**config.mk**
```make
export PLATFORM = sky130hd
export DESIGN_NAME = int_to_decimal_ascii
export DESIGN_NICKNAME = d
export VERILOG_FILES = /design/src/itoa_pkg.sv /design/src/itoa_dp.sv /design/src/itoa_ctrl.sv /design/src/int_to_decimal_ascii.sv
export VERILOG_INCLUDE_DIRS = /design/src /design/src/src
export SDC_FILE = /design/constraint.sdc
export NUM_CORES = 1
export LEC_CHECK = 0
export BUFFER_PORTS_ARGS = -buffer_cell sky130_fd_sc_hd__buf_2
export CORE_UTILIZATION = 30
export CTS_CLUSTER_SIZE = 8
export DETAILED_ROUTE_END_ITERATION = 6
export GPL_TIMING_DRIVEN = 1
export PLACE_DENSITY = 0.49
export SLEW_MARGIN = 30
export SYNTH_ARGS = -nofsm -noshare
export SYNTH_HDL_FRONTEND = slang
export SYNTH_SLANG_ARGS = --single-unit
```
**constraint.sdc**
```tcl
create_clock -name clk_i -period 2.8 [get_ports clk_i]
set_clock_uncertainty 0.2 [all_clocks]
set_input_delay 0.14 -clock clk_i [delete_from_list [all_inputs] [get_ports clk_i]]
set_output_delay 0.14 -clock clk_i [all_outputs]
set_load 0.005 [all_outputs]
```
**src/int_to_decimal_ascii_macros.svh**
```systemverilog
// Assertion macros shared by the conversion modules.
// Each macro samples on clk_i and is switched off while rst_ni is low.
`ifndef INT_TO_DECIMAL_ASCII_MACROS_SVH
`define INT_TO_DECIMAL_ASCII_MACROS_SVH

// A property that must hold at every clock edge.
`define ITOA_ASSERT(lbl, prop, msg) \
  lbl: assert property (@(posedge clk_i) disable iff (!rst_ni) (prop)) else $error(msg);

// A consequence that must hold in the same cycle as its antecedent.
`define ITOA_ASSERT_IMPL(lbl, ante, cons, msg) \
  lbl: assert property (@(posedge clk_i) disable iff (!rst_ni) (ante) |-> (cons)) \
    else $error(msg);

// A consequence that must hold in the cycle after its antecedent.
`define ITOA_ASSERT_NEXT(lbl, ante, cons, msg) \
  lbl: assert property (@(posedge clk_i) disable iff (!rst_ni) (ante) |=> (cons)) \
    else $error(msg);

`endif

```
**src/itoa_pkg.sv**
```systemverilog
package itoa_pkg;

  // Field and datapath widths.
  localparam int unsigned VALUE_W   = 32;
  localparam int unsigned CHAR_W    = 8;
  localparam int unsigned BCD_DIGITS = 10;
  localparam int unsigned BCD_W     = 4 * BCD_DIGITS;
  localparam int unsigned BITCNT_W  = $clog2(VALUE_W);
  localparam int unsigned DIGCNT_W  = $clog2(BCD_DIGITS + 1);

  // Character codes.
  localparam logic [CHAR_W-1:0] ASCII_ZERO  = 8'd48;
  localparam logic [CHAR_W-1:0] ASCII_MINUS = 8'd45;

  // Last shift of the binary-to-BCD conversion.
  localparam logic [BITCNT_W-1:0] BITCNT_LAST = BITCNT_W'(VALUE_W - 1);

  // Controller states.
  typedef enum logic [2:0] {
    ST_IDLE,
    ST_CONV,
    ST_SKIP,
    ST_SIGN,
    ST_DIGIT
  } state_e;

  // Commands from the controller to the datapath.
  typedef struct packed {
    logic load;        // capture a new request and clear the BCD register
    logic conv;        // one double-dabble step
    logic shift_digit; // drop the top BCD digit
    logic sel_sign;    // present the minus sign on the output
  } cmd_t;

  // Status from the datapath to the controller.
  typedef struct packed {
    logic conv_last;   // this conversion step is the final one
    logic top_zero;    // the top BCD digit is zero
    logic one_left;    // only one digit remains to emit
    logic negative;    // the captured value was negative
  } sts_t;

endpackage

```
**src/itoa_dp.sv**
```systemverilog
`include "int_to_decimal_ascii_macros.svh"

module itoa_dp (
  input  logic                          clk_i,
  input  logic                          rst_ni,
  input  itoa_pkg::cmd_t                cmd_i,
  output itoa_pkg::sts_t                sts_o,
  input  logic [itoa_pkg::VALUE_W-1:0]  value_i,
  output logic [itoa_pkg::CHAR_W-1:0]   char_o,
  output logic                          last_o
);

  logic [itoa_pkg::VALUE_W-1:0]  mag_q, mag_d;
  logic [itoa_pkg::BCD_W-1:0]    bcd_q, bcd_d, bcd_adj;
  logic [itoa_pkg::BITCNT_W-1:0] bitcnt_q, bitcnt_d;
  logic [itoa_pkg::DIGCNT_W-1:0] digcnt_q, digcnt_d;
  logic                          neg_q, neg_d;
  logic [3:0]                    top_digit;

  // Add three to every digit of five or more before the next shift.
  always_comb begin
    for (int i = 0; i < itoa_pkg::BCD_DIGITS; i++) begin
      if (bcd_q[i*4 +: 4] >= 4'd5) begin
        bcd_adj[i*4 +: 4] = bcd_q[i*4 +: 4] + 4'd3;
      end else begin
        bcd_adj[i*4 +: 4] = bcd_q[i*4 +: 4];
      end
    end
  end

  // Next values of the working registers.
  always_comb begin
    mag_d    = mag_q;
    bcd_d    = bcd_q;
    bitcnt_d = bitcnt_q;
    digcnt_d = digcnt_q;
    neg_d    = neg_q;
    if (cmd_i.load) begin
      neg_d    = value_i[itoa_pkg::VALUE_W-1];
      mag_d    = value_i[itoa_pkg::VALUE_W-1] ?
                 (itoa_pkg::VALUE_W'(0) - value_i) : value_i;
      bcd_d    = '0;
      bitcnt_d = '0;
      digcnt_d = itoa_pkg::DIGCNT_W'(itoa_pkg::BCD_DIGITS);
    end else if (cmd_i.conv) begin
      bcd_d    = {bcd_adj[itoa_pkg::BCD_W-2:0], mag_q[itoa_pkg::VALUE_W-1]};
      mag_d    = {mag_q[itoa_pkg::VALUE_W-2:0], 1'b0};
      bitcnt_d = bitcnt_q + 1'b1;
    end else if (cmd_i.shift_digit) begin
      bcd_d    = {bcd_q[itoa_pkg::BCD_W-5:0], 4'd0};
      digcnt_d = digcnt_q - 1'b1;
    end
  end

  // Working registers.
  always_ff @(posedge clk_i or negedge rst_ni) begin
    if (!rst_ni) begin
      bcd_q    <= '0;
      bitcnt_q <= '0;
      digcnt_q <= itoa_pkg::DIGCNT_W'(1);
      neg_q    <= 1'b0;
    end else begin
      bcd_q    <= bcd_d;
      bitcnt_q <= bitcnt_d;
      digcnt_q <= digcnt_d;
      neg_q    <= neg_d;
    end
  end

  // The magnitude needs no reset; it is loaded with every request.
  always_ff @(posedge clk_i) begin
    mag_q <= mag_d;
  end

  // Status and output character.
  assign top_digit          = bcd_q[itoa_pkg::BCD_W-1 -: 4];
  assign sts_o.conv_last    = (bitcnt_q == itoa_pkg::BITCNT_LAST);
  assign sts_o.top_zero     = (top_digit == 4'd0);
  assign sts_o.one_left     = (digcnt_q == itoa_pkg::DIGCNT_W'(1));
  assign sts_o.negative     = neg_q;
  assign char_o = cmd_i.sel_sign ? itoa_pkg::ASCII_MINUS
                                 : (itoa_pkg::ASCII_ZERO | {4'd0, top_digit});
  assign last_o = !cmd_i.sel_sign && sts_o.one_left;

  // Checks on the datapath.
  `ITOA_ASSERT(a_digcnt_nonzero, digcnt_q != '0, "digit count reached zero")
  `ITOA_ASSERT(a_top_digit_bcd, top_digit <= 4'd9, "top digit is not a decimal digit")
  `ITOA_ASSERT_NEXT(a_load_clears, cmd_i.load,
                    bcd_q == '0 && bitcnt_q == '0, "load did not clear the converter")

endmodule

```
**src/itoa_ctrl.sv**
```systemverilog
`include "int_to_decimal_ascii_macros.svh"

module itoa_ctrl (
  input  logic            clk_i,
  input  logic            rst_ni,
  input  logic            in_valid_i,
  output logic            in_ready_o,
  output logic            out_valid_o,
  input  logic            out_ready_i,
  output itoa_pkg::cmd_t  cmd_o,
  input  itoa_pkg::sts_t  sts_i
);

  itoa_pkg::state_e state_q, state_d;

  // Next state.
  always_comb begin
    state_d = state_q;
    case (state_q)
      itoa_pkg::ST_IDLE: begin
        if (in_valid_i) begin
          state_d = itoa_pkg::ST_CONV;
        end
      end
      itoa_pkg::ST_CONV: begin
        if (sts_i.conv_last) begin
          state_d = itoa_pkg::ST_SKIP;
        end
      end
      itoa_pkg::ST_SKIP: begin
        if (!sts_i.top_zero || sts_i.one_left) begin
          state_d = sts_i.negative ? itoa_pkg::ST_SIGN : itoa_pkg::ST_DIGIT;
        end
      end
      itoa_pkg::ST_SIGN: begin
        if (out_ready_i) begin
          state_d = itoa_pkg::ST_DIGIT;
        end
      end
      itoa_pkg::ST_DIGIT: begin
        if (out_ready_i && sts_i.one_left) begin
          state_d = itoa_pkg::ST_IDLE;
        end
      end
      default: begin
        state_d = itoa_pkg::ST_IDLE;
      end
    endcase
  end

  // Outputs and datapath commands.
  always_comb begin
    in_ready_o  = 1'b0;
    out_valid_o = 1'b0;
    cmd_o       = '0;
    case (state_q)
      itoa_pkg::ST_IDLE: begin
        in_ready_o = 1'b1;
        cmd_o.load = in_valid_i;
      end
      itoa_pkg::ST_CONV: begin
        cmd_o.conv = 1'b1;
      end
      itoa_pkg::ST_SKIP: begin
        cmd_o.shift_digit = sts_i.top_zero && !sts_i.one_left;
      end
      itoa_pkg::ST_SIGN: begin
        out_valid_o    = 1'b1;
        cmd_o.sel_sign = 1'b1;
      end
      itoa_pkg::ST_DIGIT: begin
        // The final digit stays in place; the next load clears it.
        out_valid_o       = 1'b1;
        cmd_o.shift_digit = out_ready_i && !sts_i.one_left;
      end
      default: begin
        in_ready_o = 1'b0;
      end
    endcase
  end

  // State register.
  always_ff @(posedge clk_i or negedge rst_ni) begin
    if (!rst_ni) begin
      state_q <= itoa_pkg::ST_IDLE;
    end else begin
      state_q <= state_d;
    end
  end

  // Checks on the controller.
  `ITOA_ASSERT(a_one_at_a_time, !(in_ready_o && out_valid_o),
               "request taken while a character is pending")
  `ITOA_ASSERT_NEXT(a_conv_to_skip, state_q == itoa_pkg::ST_CONV && sts_i.conv_last,
                    state_q == itoa_pkg::ST_SKIP, "conversion did not end on time")
  `ITOA_ASSERT_IMPL(a_sign_if_negative, state_q == itoa_pkg::ST_SIGN,
                    sts_i.negative, "minus sign for a non-negative value")

endmodule

```
**src/int_to_decimal_ascii.sv**
```systemverilog
// Signed 32-bit integer to decimal ASCII text.
// Input channel s_axis: one request per 32-bit two's complement value.
// Output channel m_axis: the decimal text, one character per transfer, most
// significant first, with a leading '-' for negative values and no leading
// zeros; tlast marks the final character of each number (1 to 11 characters).
// The block works on one request at a time and takes a new one only after the
// last character of the previous one has been taken.
// After the accept edge, the bit-serial binary-to-BCD shifter runs one step per
// input bit, then leading zero digits are dropped one per cycle, a decision
// step follows, and the characters follow one per cycle while the receiver
// keeps tready high; the next request is taken in the idle state that follows.
// When the receiver holds tready low, the current character and tlast hold
// steady until taken. Reset (rst_ni low) returns the block to idle, ready for
// a request; any partially emitted text is abandoned.
module int_to_decimal_ascii (
  input  logic        clk_i,
  input  logic        rst_ni,
  input  logic        s_axis_tvalid_i,
  output logic        s_axis_tready_o,
  input  logic [31:0] s_axis_tdata_i,   // [31:0] value
  output logic        m_axis_tvalid_o,
  input  logic        m_axis_tready_i,
  output logic [7:0]  m_axis_tdata_o,   // [7:0] text_char
  output logic        m_axis_tlast_o    // last_char
);

  itoa_pkg::cmd_t cmd;
  itoa_pkg::sts_t sts;

  // Sequencing of conversion, zero skipping and character output.
  itoa_ctrl u_ctrl (
    .clk_i       (clk_i),
    .rst_ni      (rst_ni),
    .in_valid_i  (s_axis_tvalid_i),
    .in_ready_o  (s_axis_tready_o),
    .out_valid_o (m_axis_tvalid_o),
    .out_ready_i (m_axis_tready_i),
    .cmd_o       (cmd),
    .sts_i       (sts)
  );

  // Magnitude, BCD shifter and character formation.
  itoa_dp u_dp (
    .clk_i   (clk_i),
    .rst_ni  (rst_ni),
    .cmd_i   (cmd),
    .sts_o   (sts),
    .value_i (s_axis_tdata_i),
    .char_o  (m_axis_tdata_o),
    .last_o  (m_axis_tlast_o)
  );

endmodule

```
=== After elaboration in Yosys (flattened, before gate mapping) ===
Cells that the tools add are included.

* $add $sub $neg: 13
* Magnitude comparators: 10
* Eq/ne operators: 12
* Mux-type cells: 35
* Reduce and logical (&&, ||, !) cells: 16

{| class="wikitable"
|+ Operators with widths
! cell !! count
|-
| 40-bit two-way mux || 3
|-
| 32-bit two-way mux || 3
|-
| 4-bit two-way mux || 12
|-
| 4-bit by 3-bit >= comparator with 1-bit output (second input constant) || 10
|-
| 4-bit by 2-bit adder with 4-bit output (second input constant) || 9
|-
| 1-bit by 32-bit subtractor with 32-bit output (first input constant) || 1
|-
| 3-bit two-way mux || 7
|-
| 5-bit two-way mux || 3
|-
| 3-bit one-hot mux with 5 select lines || 1
|-
| 3-bit by 2-bit == test with 1-bit output (second input constant) || 2
|-
| 2-bit by 1-bit inequality test with 1-bit output (second input constant) || 3
|-
| 2-bit inequality test (second input constant) || 3
|-
| 5-bit by 1-bit adder with 5-bit output (second input constant) || 1
|-
| 5-bit == test (second input constant) || 1
|-
| 1-bit two-way mux || 5
|-
| 5-bit AND reduction || 1
|-
| 4-bit by 1-bit == test with 1-bit output (second input constant) || 1
|-
| 1-bit logical AND || 4
|-
| 4-bit logical NOT || 1
|-
| 2-bit nonzero test || 2
|-
| 4-bit by 1-bit subtractor with 4-bit output (second input constant) || 1
|-
| 3-bit by 2-bit adder with 3-bit output (second input constant) || 1
|-
| 3-bit by 1-bit == test with 1-bit output (second input constant) || 1
|-
| 3-bit == test (second input constant) || 1
|-
| 7 further kinds || 9
|}

* Bits in registers: 85
* Input port bits: 36
* Logic and storage cells: 92

=== Logic depth before layout (Yosys ltp) ===
Gate-level depths: netlist (run 1).

* Depth in word-level cells: 7
* Mapped depth: 8
* Gate-level depth less buffers: 8

=== Cells and area by module ===
A second synthesis (run 1) with hierarchy kept.

* Cell total of the unflattened synthesis: 658
* Area, all modules: 5866.9 um^2

{| class="wikitable"
|+ Modules (own cells, without submodules)
! module !! times used !! cells an instance !! area an instance (um^2) !! sequential area each (um^2)
|-
| itoa_dp || 1 || 622 || 5584.1 || 2213.4
|-
| itoa_ctrl || 1 || 36 || 282.8 || 75.1
|}

=== Least setup slack after synthesis (run 1) ===
OpenSTA, ideal clock, no wires.

* Kind: register -> register
* Start point: reg u_ctrl.state_q[1]
* End point: reg u_dp.bcd_q[2] (netlist name)
* Library setup time: 0.121 ns
* Arrival time: 2.137 ns
* Data required time: 2.479 ns
* Slack: 0.342 ns
* Stages on the path, launching flop included: 7
* Path buffers: 1
* Path through: dfrtp_1 -> clkbuf_2 -> nor3b_2 -> nor2_1 -> inv_1 -> nor2_1 -> a22o_1

* Longest elaborated chain between the ends: 4
* Elaborated cells on any way between the ends: 10
* Classes of those cells: 3 x eq/ne; 5 x mux; 2 x reduce/logical

{| class="wikitable"
|+ Ends and longest elaborated chain
! element !! line !! source
|-
| start, declared || itoa_ctrl.sv:14 || <nowiki>itoa_pkg::state_e state_q, state_d;</nowiki>
|-
| start signal, assigned || itoa_ctrl.sv:85 || <nowiki>state_q <= itoa_pkg::ST_IDLE;</nowiki>
|-
| start signal, assigned || itoa_ctrl.sv:87 || <nowiki>state_q <= state_d;</nowiki>
|-
| 3-bit by 1-bit == test with 1-bit output || itoa_ctrl.sv:56 || <nowiki>case (state_q)</nowiki>
|-
| 1-bit two-way mux || itoa_ctrl.sv:56 ||
|-
| 40-bit two-way mux || itoa_dp.sv:45 || <nowiki>end else if (cmd_i.conv) begin</nowiki>
|-
| 40-bit two-way mux || itoa_dp.sv:38 || <nowiki>if (cmd_i.load) begin</nowiki>
|-
| end signal, assigned || itoa_dp.sv:58 || <nowiki>bcd_q <= '0;</nowiki>
|-
| end signal, assigned || itoa_dp.sv:63 || <nowiki>bcd_q <= bcd_d;</nowiki>
|-
| end, declared || itoa_dp.sv:14 || <nowiki>logic [itoa_pkg::BCD_W-1:0] bcd_q, bcd_d, bcd_adj;</nowiki>
|}

Several ways; a longest one is shown, not always the timed one.
A chain may end at the register's enable or synchronous reset.

=== Worst setup path after layout (run 1) ===
* Start point: in s_axis_tdata_i[0]
* End point: reg u_dp.mag_q[28] (netlist name), data pin

* Longest elaborated chain between the ends: 3

{| class="wikitable"
|+ Ends and longest elaborated chain
! element !! line !! source
|-
| start, declared || int_to_decimal_ascii.sv:20 || <nowiki>input logic [31:0] s_axis_tdata_i,</nowiki>
|-
| 1-bit by 32-bit subtractor with 32-bit output || itoa_dp.sv:41 || <nowiki>(itoa_pkg::VALUE_W'(0) - value_i) : value_i;</nowiki>
|-
| 32-bit two-way mux || itoa_dp.sv:40 || <nowiki>mag_d = value_i[itoa_pkg::VALUE_W-1] ?</nowiki>
|-
| 32-bit two-way mux || itoa_dp.sv:38 ||
|-
| named net u_dp.mag_d (one bit) || itoa_dp.sv:13 || <nowiki>logic [itoa_pkg::VALUE_W-1:0] mag_q, mag_d;</nowiki>
|-
| end signal, assigned || itoa_dp.sv:72 || <nowiki>mag_q <= mag_d;</nowiki>
|-
| end, declared || itoa_dp.sv:13 ||
|}

The timed path passes the listed nets, and every way through them passes these cells.

==> results_dict.tcl, run 1 <==
set metrics [dict create \
    status "finished, final reports clean" \
    die_w_um 136 \
    path_class "in -> reg" \
    worstReg2RegEnd "u_ctrl.state_q[2]$_DFFE_PN0P_" \
    core_area_um2 17400 \
    setup_tns_ns 0 \
    crit_fanout 7 \
    synth_cell_types 57 \
    synth_top_area_cell "dfrtp_1" \
    diodes 0 \
    antenna_found_initial 0 \
    power.total_mw 6.98 \
    min_period_ns 2.57 \
    ir_drop_mv 0.484 \
    worstPathRequired_ns 2.68 \
    clock_latency_ns 0.34 \
    dpl_worst_slack_ns 0.365 \
    synth_top_flop_cell "dfrtp_1" \
    synth_edf_count 32 \
    end_kind "register" \
    n_fill_cell 1787 \
    r2r_start "u_ctrl.state_q[1]$_DFFE_PN0P_" \
    overflow 0 \
    port_buffers 43 \
    ys_async_sr_fraction_pct 62.4 \
    grt_max_degree 62 \
    drtIter0Drc 192 \
    first_pass_iters 4 \
    cts_root_buf "clkbuf_16" \
    start_kind "input pin" \
    vias 4385 \
    synthCells 603 \
    drc 0 \
    final_nets 711 \
    grt_usage_pct 14.1 \
    slew_headroom_pct 51.7 \
    initial_core_util_pct 30.9 \
    period_share_pct 91.9 \
    grt_first_pass_wirelength_um 20700 \
    hpwl_um 8480 \
    finish.utilization_pct 36.0 \
    powerDensity_nw_per_um2 1110 \
    hold_path.class "in -> reg" \
    r2r_cells 5 \
    dieArea_um2 18500 \
    io_pins 47 \
    drive_gt1_share_pct 13.5 \
    syn_to_final_growth_pct 16.6 \
    hold_depth 3 \
    clk_pin_slew_worst_paths_ns 0.06 \
    post_dp_cell_area_um2 5920 \
    ys_seq_area_share_pct 42.5 \
    setup_viol 0 \
    max_freq_ghz 0.389 \
    yosys-top-cells-area "dfrtp_1 (24%), edfxtp_1 (18%), nand2_1 (6.5%)" \
    fin_area_um2 6270 \
    rsz0062_at_grt "false" \
    viasPerCell 4.99 \
    wl_per_cell_um 13.9 \
    tightest_slew_ns 0.724 \
    rrSetupSlack_ns 0.41 \
    cts.path.max_buffers 2 \
    maxSlewViolCount 0 \
    place.gp.congestion 0.790 \
    finalHoldViolations 0 \
    clkSinkCount 85 \
    cts_tree "done" \
    p_leak_nw 2.60 \
    ys_ff_latch 85 \
    min_to "u_dp.mag_q[22]$_DFFE_PP_" \
    post_cts_buffers 0 \
    grt_pass1_vias 4184 \
    synth_area_per_cell_um2 8.92 \
    synthesis.yosys.warnings 0 \
    rows 48 \
    drt_wl_total_um 12300 \
    numCtsBuffers 9 \
    ant_nets 0 \
    synth_top_area_share_pct 24.2 \
    fin_ws_ns 0.228 \
    max_cap_violations 0 \
    cp.arrival_ns 2.45 \
    netlist_area_um2 5380 \
    final_cell_mix "nand2_1 (92), o21ai_0 (57), dfrtp_1 (52)" \
    regArea_um2 2290 \
    multi_input_area_um2 2880 \
    hp-start "s_axis_tdata_i[22]" \
    die_y_um 136 \
    cts_hold_buf 9 \
    final_common_cell "nand2_1" \
    htreeDepth 3 \
    cts_repair_resize_count 0 \
]
[flip-flops by register name, indices dropped and copies added, names as in the netlist]
name / count
u_ctrl.state_q: 3
u_dp.bcd_q: 40
u_dp.bitcnt_q: 5
u_dp.digcnt_q: 4
u_dp.mag_q: 32
u_dp.neg_q: 1
[synth_stat cells (2+ instances only)]
cell type	n
a22oi_1	17
a31oi_1	15
xnor2_1	12
o31ai_1	10
conb_1	2
nand3_1	6
nand2b_1	20
dfrtp_1	52
o221ai_1	9
nand4_1	4
a22o_1	3
nor2_1	37
nor4_2	4
clkbuf_1	23
buf_1	4
nand2_1	93
mux2_2	2
nor3_1	17
a21oi_1	40
nor4b_1	2
nor2b_1	2
xor2_1	30
buf_4	3
and3_1	2
inv_1	30
o21ai_0	57
or3_1	2
ha_1	26
nor3b_1	11
o311ai_0	2
edfxtp_1	32
o21ai_1	2
mux2i_1	5
o41ai_1	4
[how the worst max path moves through the flow]
| stage | startpoint | endpoint | slack (ns) | cells past startpoint |
|---|---|---|---|---|
| after floorplan | u_ctrl.state_q[1]$_DFFE_PN0P_ | u_dp.bcd_q[2]$_DFFE_PN0P_ | 0.34 | 6 |
| after global placement | u_dp.digcnt_q[0]$_DFFE_PN1P_ | u_dp.bcd_q[5]$_DFFE_PN0P_ | 0.46 | 6 |
| after detailed placement | u_dp.digcnt_q[0]$_DFFE_PN1P_ | u_dp.bcd_q[4]$_DFFE_PN0P_ | 0.36 | 6 |
| after CTS | s_axis_tdata_i[0] | u_dp.mag_q[26]$_DFFE_PP_ | 0.23 | 9 |
| after global routing | s_axis_tdata_i[0] | u_dp.mag_q[30]$_DFFE_PP_ | 0.05 | 9 |
| final | s_axis_tdata_i[0] | u_dp.mag_q[28]$_DFFE_PP_ | 0.23 | 9 |
[cells by family after synthesis]
family,after synthesis,synth area share (%)
buffers and inverters,62,4.58
multiplexers,7,1.35
AO/OA/AOI/OAI,170,19.5
flip-flops,85,42.5
AND/OR/NAND/NOR,209,19.0
XOR/XNOR,42,6.84
other,2,0.140
adder cells (fa/ha/maj),26,6.05
[power by group]
| group | switching [mW] | leakage [nW] | internal [mW] | total [mW] |
|---|---|---|---|---|
| sequential | 0.504 | 0.980 | 2.05 | 2.55 |
| clock | 0.492 | 0.123 | 0.595 | 1.09 |
| combinational | 1.98 | 1.50 | 1.36 | 3.34 |
| total | 2.98 | 2.60 | 4.00 | 6.98 |
[worst max-delay path, stage by stage]
cell and delay (ns):
dlygate4sd3_1 0.53, buf_2 0.14, inv_1 0.07, ha_1 0.18, nor3b_1 0.45, nand4_2 0.31, o31ai_1 0.36, xor2_1 0.17
o21ai_0 0.10
[cell type report]
type,instances,share of cell area [%]
inverter,30,1.80
tap,225,4.49
clock buffer,11,3.71
timing repair buffer,66,7.14
clock inverter,5,0.459
multi-input combinational,457,45.9
sequential,85,36.5
[per-layer routing]
layer / up-vias / track usage, % / wire length [um]
met5: - / 0 / 0
met2: 60 / 22.9 / 5710
met1: 2067 / 18.8 / 6060
li1: 2243 / - / -
met4: 0 / 5.00 / 170
met3: 15 / 2.24 / 316
[stage by stage]
stage               std cells  hold WS, ns
floorplan                 604       -0.356
global placement          854       0.0506
detailed placement        854       0.0441
CTS                       879     0.000489
global route              879       0.0224
finish                    879       0.0137
(Power assumes the default switching activity.)
==> run 2: changes to the inputs <==
- MAX_ROUTING_LAYER: default -> met4
- clock period: 2.8 -> 2.4 ns (I/O delays scaled with it)
==> run 2 against run 1 <==
  * Register-to-register slack worse by 0.18 ns
  * Flip-flop and latch count did not move
  * Core utilization is 1.6 points higher
  * Combinational power grew 25%
  * Global-route usage grew 1.4 points
  * First-iteration DRC count is 2.1% lower
  * Final cell count is 2.2% higher
  * Count of clock-buffer cells in the layout rose by 1
  * Hold slack gained 0.019 ns
  * Via count rose by 3.6%
  * Critical path depth decreased by 2
==> results_dict.tcl, run 2 (synthesis results as in run 1) <==
set metrics [dict create \
    maxSlewViolCount 0 \
    first_pass_iters 4 \
    clock_latency_ns 0.34 \
    setup_viol 0 \
    hold_depth 3 \
    drc 0 \
    max_freq_ghz 0.424 \
    grt_pass1_vias 4263 \
    vias 4544 \
    final_common_cell "nand2_1" \
    max_cap_violations 0 \
    min_to "u_dp.mag_q[12]$_DFFE_PP_" \
    drive_gt1_share_pct 15.9 \
    period_share_pct 98.4 \
    crit_fanout 3 \
    port_buffers 43 \
    finalHoldViolations 0 \
    grt_first_pass_wirelength_um 21600 \
    status "finished, final reports clean" \
    cts.path.max_buffers 2 \
    rrSetupSlack_ns 0.23 \
    syn_to_final_growth_pct 21.8 \
    final_nets 730 \
    path_class "in -> reg" \
    grt_usage_pct 15.4 \
    cts_root_buf "clkbuf_16" \
    cpPeakStageDelay_ns 0.55 \
    place.gp.congestion 0.802 \
    ant_nets 0 \
    drtIter0Drc 188 \
    numCtsBuffers 9 \
    die_w_um 136 \
    wl_per_cell_um 14.4 \
    powerDensity_nw_per_um2 1310 \
    initial_core_util_pct 30.9 \
    clkSinkCount 85 \
    hpwl_um 8990 \
    dieArea_um2 18500 \
    r2r_cells 8 \
    die_y_um 136 \
    hp-start "s_axis_tdata_i[12]" \
    cp.arrival_ns 2.25 \
    core_area_um2 17400 \
    drt_wl_total_um 12900 \
    io_pins 47 \
    ir_drop_mv 0.505 \
    cts_tree "done" \
    post_dp_cell_area_um2 6050 \
    clk_pin_slew_worst_paths_ns 0.07 \
    fin_ws_ns 0.0395 \
    fin_cells 898 \
    worstPathRequired_ns 2.29 \
    fin_area_um2 6560 \
    end_kind "register" \
    dpl_worst_slack_ns -0.170 \
    viasPerCell 5.06 \
    diodes 0 \
    overflow 0 \
    slowest_stage "or4_4" \
    crit_chain "dlygate4sd3_1, buf_2, or4_4, or3_4, o31a_2, xnor2_1, o21ai_0" \
    htreeDepth 3 \
    slew_headroom_pct 51.5 \
    grt_max_degree 59 \
    worstReg2RegEnd "u_dp.bcd_q[18]$_DFFE_PN0P_" \
    final_cell_mix "nand2_1 (93), o21ai_0 (57), dfrtp_1 (52)" \
    rows 48 \
    biggestRegsByFlops "u_dp.bcd_q x40, u_dp.mag_q x32, u_dp.bitcnt_q x5" \
    min_period_ns 2.36 \
    r2r_start "u_ctrl.state_q[2]$_DFFE_PN0P_" \
    p_leak_nw 2.73 \
    largest_register_ffs 40 \
    hold_path.class "in -> reg" \
    antenna_found_initial 0 \
    start_kind "input pin" \
    dp_cells 866 \
    post_cts_buffers 0 \
    tightest_slew_ns 0.727 \
    regMostFlops "u_dp.bcd_q" \
]
==> run 2: cell type report <==
class	count	area [um2]
inverters	30	116
clock inverters	4	55.1
clock buffers	12	256
repair buffers	85	646
well taps	225	282
multi-input cells	457	2910
flip-flops and latches	85	2290
fillers	1799	10900
==> run 2: per-stage QoR <==
step	setup TNS (ns)	hold slack [ns]	util (%)	power [mW]
after floorplan	0	-0.376	-	5.74
after global placement	-2.62	0.0329	34.7	7.00
after detailed placement	-4.15	0.0296	34.7	7.11
after CTS	0	0.0142	37.5	8.65
after global routing	-0.0159	0.0554	37.6	9.41
final	0	0.0331	37.6	8.58
==> run 2: critical path, delay by kind of cell <==
kind	cells	cell delay (ns)
AND/OR/NAND/NOR	2	0.90
buffers and inverters	2	0.67
AO/OA/AOI/OAI	2	0.42
XOR/XNOR	1	0.14
==> run 2: power by group <==
group / switching, mW / internal, mW / total [mW]
Sequential: 0.558 / 2.39 / 2.95
Clock: 0.588 / 0.870 / 1.46
Combinational: 2.44 / 1.73 / 4.17
==> run 2: repair_timing <==
action                                  4_1_cts  5_1_grt
endpoints found under the setup margin       30        8
endpoints found under the hold margin        42        0
hold buffers                                 16        0
resized for setup                             1        5
==> run 2: how the worst max path moves through the flow <==
stage	start	end	slack, ns	cells after the start
2_1_floorplan	u_ctrl.state_q[0]$_DFFE_PN0P_	u_dp.bcd_q[4]$_DFFE_PN0P_	0.004	4
3_3_place_gp	u_ctrl.state_q[0]$_DFFE_PN0P_	u_dp.mag_q[0]$_SDFFCE_PN0P_	-0.1	4
3_5_place_dp	u_ctrl.state_q[0]$_DFFE_PN0P_	u_dp.bcd_q[5]$_DFFE_PN0P_	-0.17	4
4_1_cts	u_dp.digcnt_q[0]$_DFFE_PN1P_	u_ctrl.state_q[0]$_DFFE_PN0P_	0.07	5
5_1_grt	s_axis_tdata_i[18]	u_dp.mag_q[25]$_DFFE_PP_	-0.009	7
6_report	s_axis_tdata_i[26]	u_dp.mag_q[30]$_DFFE_PP_	0.04	7
==> run 2: per-layer routing <==
| metal | global-route usage [%] | share of wire [%] |
|---|---|---|
| met5 | - | 0 |
| met4 | 5.62 | 1.7 |
| met3 | 2.87 | 3.1 |
| met2 | 22.9 | 45 |
| met1 | 20.8 | 50 |
==> run 3: changes to the inputs <==
- CORE_MARGIN: default -> 3
==> run 3 against run 2 <==
  * Setup slack gained 0.0047 ns
  * Power shrank 0.81%
  * Count of clock-buffer cells in the layout grew 2
  * Flip-flop and latch count did not move
  * Final area is 0.84% lower
  * Clock power down 5%
  * Largest cell class unchanged
==> results_dict.tcl, run 3 (synthesis results as in run 1) <==
set metrics [dict create \
    status "finished, final reports clean" \
    crit_fanout 3 \
    n_fill_cell 1783 \
    period_share_pct 98.2 \
    drive_gt1_share_pct 15.2 \
    cts_tree "done" \
    regArea_um2 2290 \
    path_class "in -> reg" \
    diodes 0 \
    overflow 0 \
    core_area_um2 17400 \
    antenna_found_initial 0 \
    final_nets 727 \
    place.gp.congestion 0.777 \
    ir_drop_mv 0.483 \
    die_y_um 140 \
    slowest_stage "dlygate4sd3_1" \
    ant_nets 0 \
    biggestRegsByFlops "u_dp.bcd_q x40, u_dp.mag_q x32, u_dp.bitcnt_q x5" \
    hold_path.class "in -> reg" \
    drc 0 \
    tightest_slew_ns 0.580 \
    clock_latency_ns 0.34 \
    hpwl_um 8670 \
    grt_pass1_vias 4246 \
    cts.path.max_buffers 2 \
    multi_input_area_um2 2910 \
    start_kind "input pin" \
    cp.arrival_ns 2.24 \
    max_cap_violations 0 \
    viasPerCell 4.98 \
    power.total_mw 8.51 \
    hold_slack_ns 0.00778 \
    powerDensity_nw_per_um2 1310 \
    post_cts_buffers 0 \
    rsz0062_at_grt "true" \
    io_pins 47 \
    fin_area_um2 6500 \
    syn_to_final_growth_pct 20.8 \
    worstPathRequired_ns 2.29 \
    crit_chain "dlygate4sd3_1, buf_2, or4_4, or3_1, o31a_2, xnor2_1, o21ai_0" \
    final_cell_mix "nand2_1 (93), o21ai_0 (57), dfrtp_1 (52)" \
    p_leak_nw 2.71 \
    maxSlewViolCount 0 \
    finalHoldViolations 0 \
    cts_root_buf "clkbuf_16" \
    grt_first_pass_wirelength_um 20900 \
    wl_per_cell_um 13.8 \
    cpPeakStageDelay_ns 0.54 \
    initial_core_util_pct 30.9 \
    grt_usage_pct 13.3 \
    clk_pin_slew_worst_paths_ns 0.06 \
    max_freq_ghz 0.424 \
    dieArea_um2 19600 \
    drtIter0Drc 168 \
    first_pass_iters 5 \
    min_period_ns 2.36 \
    setup_viol 0 \
    numCtsBuffers 9 \
    setup_tns_ns 0 \
    dp_cells 863 \
    path_delay_family "simple AND/OR/NAND/NOR gates" \
    fin_cells 895 \
    clkSinkCount 85 \
    regMostFlops "u_dp.bcd_q" \
    drt_wl_total_um 12400 \
    slew_headroom_pct 61.3 \
    htreeDepth 3 \
    largest_register_ffs 40 \
    final_common_cell "nand2_1" \
    vias 4459 \
    port_buffers 43 \
    end_kind "register" \
    post_dp_cell_area_um2 6010 \
    rows 48 \
    path_buf_inv 2 \
    die_w_um 140 \
    grt_max_degree 62 \
]
[run 3: report_power, final]
| part | leakage [nW] | internal (mW) | switching [mW] |
|---|---|---|---|
| logic | 1.58 | 1.76 | 2.41 |
| registers | 0.980 | 2.39 | 0.561 |
| clock network | 0.142 | 0.807 | 0.573 |
| total | 2.71 | 4.96 | 3.55 |
[run 3: worst reg2reg max path, stage by stage, from the launching register on]
cell	delay, ns
dfrtp_1	0.52
inv_1	0.20
a22oi_1	0.28
nor3_1	0.07
a311oi_1	0.49
mux2_2	0.39
[run 3: area by class of cell]
class                      count  area share [%]
tap                          225            4.33
clock buffer                  14            4.29
clock inverter                 2           0.212
sequential                    85            35.2
inverter                      30            1.79
multi-input combinational    457            44.8
timing repair buffer          82            9.39
[run 3: path summary, 6_finish.rpt]
check / slack (ns) / end / start / cells after the start
max: 0.04 / u_dp.mag_q[30]$_DFFE_PP_ / s_axis_tdata_i[26] / 7
min: 0.008 / u_dp.mag_q[19]$_DFFE_PP_ / s_axis_tdata_i[19] / 3
max reg2reg: 0.13 / u_ctrl.state_q[0]$_DFFE_PN0P_ / u_ctrl.state_q[1]$_DFFE_PN0P_ / 5
min reg2reg: 0.25 / u_dp.bcd_q[0]$_DFFE_PN0P_ / u_dp.mag_q[31]$_DFFE_PP_ / 2
max in group asynchronous: 1.26 / u_dp.digcnt_q[0]$_DFFE_PN1P_ / rst_ni / 3
min in group asynchronous: 0.04 / u_dp.bcd_q[25]$_DFFE_PN0P_ / rst_ni / 2
[run 3: metal layers]
layer | share of wire [%] | vias up | track usage (%)
met4 | 1.0 | 0 | 3.88
met5 | 0 | - | -
li1 | - | 2268 | -
met3 | 3.1 | 10 | 2.59
met2 | 46 | 67 | 20.3
met1 | 50 | 2114 | 18.1
[run 3: stage by stage]
step	utilization [%]	setup WS [ns]
floorplan	-	0.00445
global placement	34.5	0.159
detailed placement	34.5	0.0537
CTS	37.1	0.0221
global route	37.3	-0.0258
finish	37.3	0.0442
[run 3: timing repair]
item                       in CTS  in global routing
setup endpoints to repair       0                 11
hold buffers                   16                  0
resized for setup               0                  5
hold endpoints to repair       67                  0
